## src/rtl/core/bvs_pkg.sv

```systemverilog
// Shared types and codes for the bounded vector store core.
// Used by bvs_ctrl, bvs_datapath and bounded_vector_store_core; no dependencies.
package bvs_pkg;

  // Request kinds carried on req_type.
  localparam logic [1:0] REQ_PUSH   = 2'd0;
  localparam logic [1:0] REQ_POP    = 2'd1;
  localparam logic [1:0] REQ_READ   = 2'd2;
  localparam logic [1:0] REQ_INSERT = 2'd3;

  // Result status codes.
  localparam logic [1:0] ST_OK   = 2'd0;
  localparam logic [1:0] ST_BAD  = 2'd1;
  localparam logic [1:0] ST_FULL = 2'd2;

  // Source of the result data word.
  localparam logic [1:0] DSEL_ZERO  = 2'd0;
  localparam logic [1:0] DSEL_RDATA = 2'd1;
  localparam logic [1:0] DSEL_ONES  = 2'd2;

  // Commands from the controller to the datapath.
  typedef struct packed {
    logic       load;         // capture the accepted request word
    logic       push_wr;      // write value at count, count up
    logic       rd_top;       // read last entry, count down
    logic       rd_idx;       // read entry at index
    logic       ptr_load;     // walk pointer takes the count
    logic       shift_step;   // read entry below pointer, write back pending entry
    logic       shift_flush;  // write the last pending entry of a shift
    logic       fill_step;    // write zero at pointer, pointer up
    logic       put;          // write value at index
    logic       cnt_inc;      // count up by one
    logic       cnt_set_idx;  // count becomes index plus one
    logic       resp;         // issue the result word
    logic [1:0] resp_status;
    logic [1:0] resp_dsel;
  } cmd_t;

  // Status from the datapath to the controller.
  typedef struct packed {
    logic [1:0] kind;
    logic       empty;
    logic       full;
    logic       idx_lt_cnt;
    logic       idx_ge_depth;
    logic       ptr_gt_idx;
    logic       ptr_lt_idx;
  } flags_t;

endpackage

```

## src/rtl/core/bvs_ctrl.sv

```systemverilog
// Controller state machine of the bounded vector store.
// Depends on bvs_pkg for command, flag and code definitions.
module bvs_ctrl (
  input  logic             clk,
  input  logic             rst,
  input  logic             start,
  output logic             busy,
  input  bvs_pkg::flags_t  flags,
  output bvs_pkg::cmd_t    cmd
);
  import bvs_pkg::*;

  localparam logic [2:0] S_IDLE   = 3'd0;
  localparam logic [2:0] S_DECIDE = 3'd1;
  localparam logic [2:0] S_RDWAIT = 3'd2;
  localparam logic [2:0] S_SHIFT  = 3'd3;
  localparam logic [2:0] S_PUT    = 3'd4;
  localparam logic [2:0] S_FILL   = 3'd5;

  logic [2:0] state;
  logic [2:0] state_next;

  assign busy = (state != S_IDLE);

  // Next state and command decode.
  always_comb begin
    cmd        = '0;
    state_next = state;
    case (state)
      S_IDLE: begin
        if (start) begin
          cmd.load   = 1'b1;
          state_next = S_DECIDE;
        end
      end
      S_DECIDE: begin
        state_next = S_IDLE;
        case (flags.kind)
          REQ_PUSH: begin
            cmd.resp      = 1'b1;
            cmd.resp_dsel = DSEL_ZERO;
            if (flags.full) begin
              cmd.resp_status = ST_FULL;
            end else begin
              cmd.push_wr     = 1'b1;
              cmd.resp_status = ST_OK;
            end
          end
          REQ_POP: begin
            if (flags.empty) begin
              cmd.resp        = 1'b1;
              cmd.resp_status = ST_BAD;
              cmd.resp_dsel   = DSEL_ONES;
            end else begin
              cmd.rd_top = 1'b1;
              state_next = S_RDWAIT;
            end
          end
          REQ_READ: begin
            if (!flags.idx_lt_cnt) begin
              cmd.resp        = 1'b1;
              cmd.resp_status = ST_BAD;
              cmd.resp_dsel   = DSEL_ONES;
            end else begin
              cmd.rd_idx = 1'b1;
              state_next = S_RDWAIT;
            end
          end
          default: begin
            if (flags.idx_lt_cnt ? flags.full : flags.idx_ge_depth) begin
              cmd.resp        = 1'b1;
              cmd.resp_status = ST_FULL;
              cmd.resp_dsel   = DSEL_ZERO;
            end else begin
              cmd.ptr_load = 1'b1;
              state_next   = flags.idx_lt_cnt ? S_SHIFT : S_FILL;
            end
          end
        endcase
      end
      S_RDWAIT: begin
        cmd.resp        = 1'b1;
        cmd.resp_status = ST_OK;
        cmd.resp_dsel   = DSEL_RDATA;
        state_next      = S_IDLE;
      end
      S_SHIFT: begin
        // Move entries up one place, top first, until the pointer meets the index.
        if (flags.ptr_gt_idx) begin
          cmd.shift_step = 1'b1;
        end else begin
          cmd.shift_flush = 1'b1;
          state_next      = S_PUT;
        end
      end
      S_PUT: begin
        cmd.put         = 1'b1;
        cmd.cnt_inc     = 1'b1;
        cmd.resp        = 1'b1;
        cmd.resp_status = ST_OK;
        cmd.resp_dsel   = DSEL_ZERO;
        state_next      = S_IDLE;
      end
      S_FILL: begin
        // Zero the gap between the count and the index, then place the word.
        if (flags.ptr_lt_idx) begin
          cmd.fill_step = 1'b1;
        end else begin
          cmd.put         = 1'b1;
          cmd.cnt_set_idx = 1'b1;
          cmd.resp        = 1'b1;
          cmd.resp_status = ST_OK;
          cmd.resp_dsel   = DSEL_ZERO;
          state_next      = S_IDLE;
        end
      end
      default: begin
        state_next = S_IDLE;
      end
    endcase
  end

  always_ff @(posedge clk) begin
    if (rst) begin
      state <= S_IDLE;
    end else begin
      state <= state_next;
    end
  end

  // An accepted word always moves the machine out of idle.
  a_accept: assert property (@(posedge clk) disable iff (rst)
    start && !busy |=> state == S_DECIDE)
    else $error("accepted word not decoded");

  // Issuing a result always ends the request.
  a_resp_end: assert property (@(posedge clk) disable iff (rst)
    cmd.resp |=> state == S_IDLE)
    else $error("result issued before request end");

  // Only one memory write source is active in a cycle.
  a_one_write: assert property (@(posedge clk) disable iff (rst)
    $onehot0({cmd.push_wr, cmd.shift_flush, cmd.fill_step, cmd.put}))
    else $error("more than one write command");

endmodule

```

## config.mk

```make
export PLATFORM = sky130hd
export DESIGN_NAME = bvs_ctrl
export DESIGN_NICKNAME = d
export VERILOG_FILES = /design/src/rtl/core/bvs_pkg.sv /design/src/rtl/core/bvs_ctrl.sv
export SDC_FILE = /design/constraint.sdc
export NUM_CORES = 1
export LEC_CHECK = 0
export BUFFER_PORTS_ARGS = -buffer_cell sky130_fd_sc_hd__buf_2
export CORE_AREA = 2 2 39 41
export CTS_CLUSTER_SIZE = 24
export DETAILED_ROUTE_END_ITERATION = 8
export DIE_AREA = 0 0 41 43
export GPL_TIMING_DRIVEN = 0
export SETUP_SLACK_MARGIN = 0.15
export SYNTH_ARGS = -nofsm -noshare
export SYNTH_HDL_FRONTEND = slang
export SYNTH_SLANG_ARGS = --single-unit
```

## constraint.sdc

```tcl
create_clock -name clk -period 2.1 [get_ports clk]
set_input_delay 0.21 -clock clk [delete_from_list [all_inputs] [get_ports clk]]
set_output_delay 0.21 -clock clk [all_outputs]
set_load 0.05 [all_outputs]
```

==> metrics <==
part of the power in registers=16.8%; total CTS buffers=3; number of synthesized register bits=3; PwrDens=634 mW/mm^2; clock-pin slew on the worst setup and hold paths=40 ps; fill count=160; DRC viols=0; EDFF count, synth=0; Finish-stage setup viols=0; yosys warns=0; cell taking the most area after synthesis=dfxtp_1; Final Critical Period=1830 ps; dpl ws=482 ps; sw frac=48.4%; ys flop type=dfxtp_1; die area=0.00176 sq mm; Worst Skew=6.15 ps; dpl cells=104; gpl congestion=0.695; H-tree depth=1; Yosys cell types=31; worst-path maximum fanout=9; non-filler cells, final=108; Clk pwr share=26.5%; Clock Sinks=3; register area share after synthesis=14.1%; Synth Cell Area=425 sq um; slowest stage cell, crit path=dfxtp_1; biggest regs=state: 3 flops; largest net degree at the start of global routing=11; crit share post-route=87.0%; Mapped Nets=73; fraction of layout cells with a size suffix above 1=51.1%; area delta synth->final=47.9%; crit path cell chain=buf_6 > nand2b_4 > or2_4 > buf_6 > a21oi_2 > buf_4 > clkbuf_4; via/cell ratio=4.91; Most common cell on crit path=buf_6; Hold Buf Count CTS=0; worst skew pair latency=240 ps; combinational group share of total power=56.7%; Post-CTS Setup Bufs=0; Setup crit end kind=output port; top cell type's share of synthesized area=14.1%; CTS tree=built; total track usage=14.6%; worst path bufs/invs=4; 1st-pass router iterations=4; Die Width=41 um; static leakage=0.307 nW; # IOs=28; final WL=1.19 mm; max-slew violation count=0; hold_ws=168 ps; syn_area_per_cell=6.86 sq um; setup tns final=0 ps; WP data arrival=1620 ps; diodes inserted=0; FP Rows=14; CP delay by family, top=buffers and inverters; Final Hold Vio Count=0; RSZ-0062 raised after global routing=false; Max Freq=547 MHz; drt wl/cell=11.0 um; Hold WC Path Type=input port to flip-flop; largest register by flop count=state; switching power of the nets=193 uW; initial antenna violation count=0; crit path launch type=flip-flop; critical path class=flip-flop to output port; Starting DRT DRC Count=8; Core Footprint=0.00138 sq mm; Post-Syn Instances=62; Initial Util=30.7%; Internal=206 uW; clock buffer depth=2; dpl hpwl=928 um; final global-route overflow total=0; Slew headroom=72.3%; Final nets=104; status=finished, final reports clean; chip height=43 um; first-pass GRT wire length=1.76 mm; post-route ant nets=0; CP required=1890 ps; Max VDD drop=0.394 mV; pin slew with the least headroom to its limit=416 ps; Max-Cap Viols=0; clk root buf=clkbuf_4; Largest register FFs=3; total number of vias=530; largest cells by area after synthesis=dfxtp_1 14%, nor2_1 8.8%, nand2_1 6.2%; Post-synth ARST share=0%; number of global-route vias before repair=445; port buffer count=26; max incr delay on CP=300 ps; fin worst setup slack=273 ps
==> layout by cell type (no fill, tap or decap), drive strengths merged, types with 2 or more instances in the layout <==
cell type and instances:
a31oi 3, nor2b 2, buf 30, or2 2, dfxtp 3, clkbuf 6
nand2 7, a21oi 4, nor2 11, inv 3, nand2b 2, nor3 5
==> cell type report <==
type / count / area [sq um] / share of cell area [%]
Clock buffer: 4 / 26.3 / 4.17
Sequential cell: 3 / 60.1 / 9.54
Tap cell: 16 / 20.0 / 3.18
Timing Repair Buffer: 26 / 133 / 21.1
Inverter: 3 / 11.3 / 1.79
Multi-Input combinational cell: 50 / 333 / 52.9
Buffer: 6 / 46.3 / 7.36
==> synthesized netlist by cell type (2+ instances only) <==
cell     instances
a21oi_1          4
nor3_1           5
buf_6            2
nand2_1          7
buf_4            2
nor2_1          10
nor2b_1          2
a31oi_1          3
inv_1            3
dfxtp_1          3
==> layer usage <==
layer / up-vias / GRT usage, % / share of wire (%)
met5: - / 0 / 0
met4: 0 / 8.00 / 0
met3: 0 / 3.14 / 7.2
met2: 23 / 22.2 / 44
met1: 229 / 18.2 / 49
li1: 278 / - / -
==> logic make-up after synthesis <==
kind of cell | after synthesis | synth area share (%)
buffers and inverters | 9 | 13.5
AND/OR/NAND/NOR | 35 | 43.5
XOR/XNOR | 1 | 2.06
flip-flops | 3 | 14.1
AO/OA/AOI/OAI | 14 | 26.8
==> power by group through the flow <==
stage          sequential, mW  clock, mW  combinational (mW)
6_report               0.0673      0.106               0.226
5_1_grt                0.0683      0.117               0.244
4_1_cts                0.0672      0.114               0.228
3_5_place_dp           0.0681          0               0.227
3_3_place_gp           0.0679          0               0.225
2_1_floorplan          0.0675          0               0.179
==> final timing paths <==
path | from | endpoint | slack [ps] | cells after the start
hold reg to reg | state[1] | state[2] | 670 | 3
hold / removal | rst | state[2] | 170 | 2
setup reg to reg | state[1] | state[0] | 710 | 6
setup / recovery | state[1] | cmd[2] | 270 | 7
==> through the flow <==
stage / utilization [%] / total power [mW] / instance area (sq um)
2_1_floorplan: - / 0.246 / 450
3_3_place_gp: 43.4 / 0.293 / 601
3_5_place_dp: 43.4 / 0.295 / 601
4_1_cts: 45.3 / 0.409 / 627
5_1_grt: 45.5 / 0.429 / 629
6_report: 45.5 / 0.399 / 629
==> what timing repair did <==
action	CTS	global route
hold endpoints to repair	0	0
gates resized for setup	0	1
endpoints found under the setup margin	0	1
(Power assumes the default switching activity.)
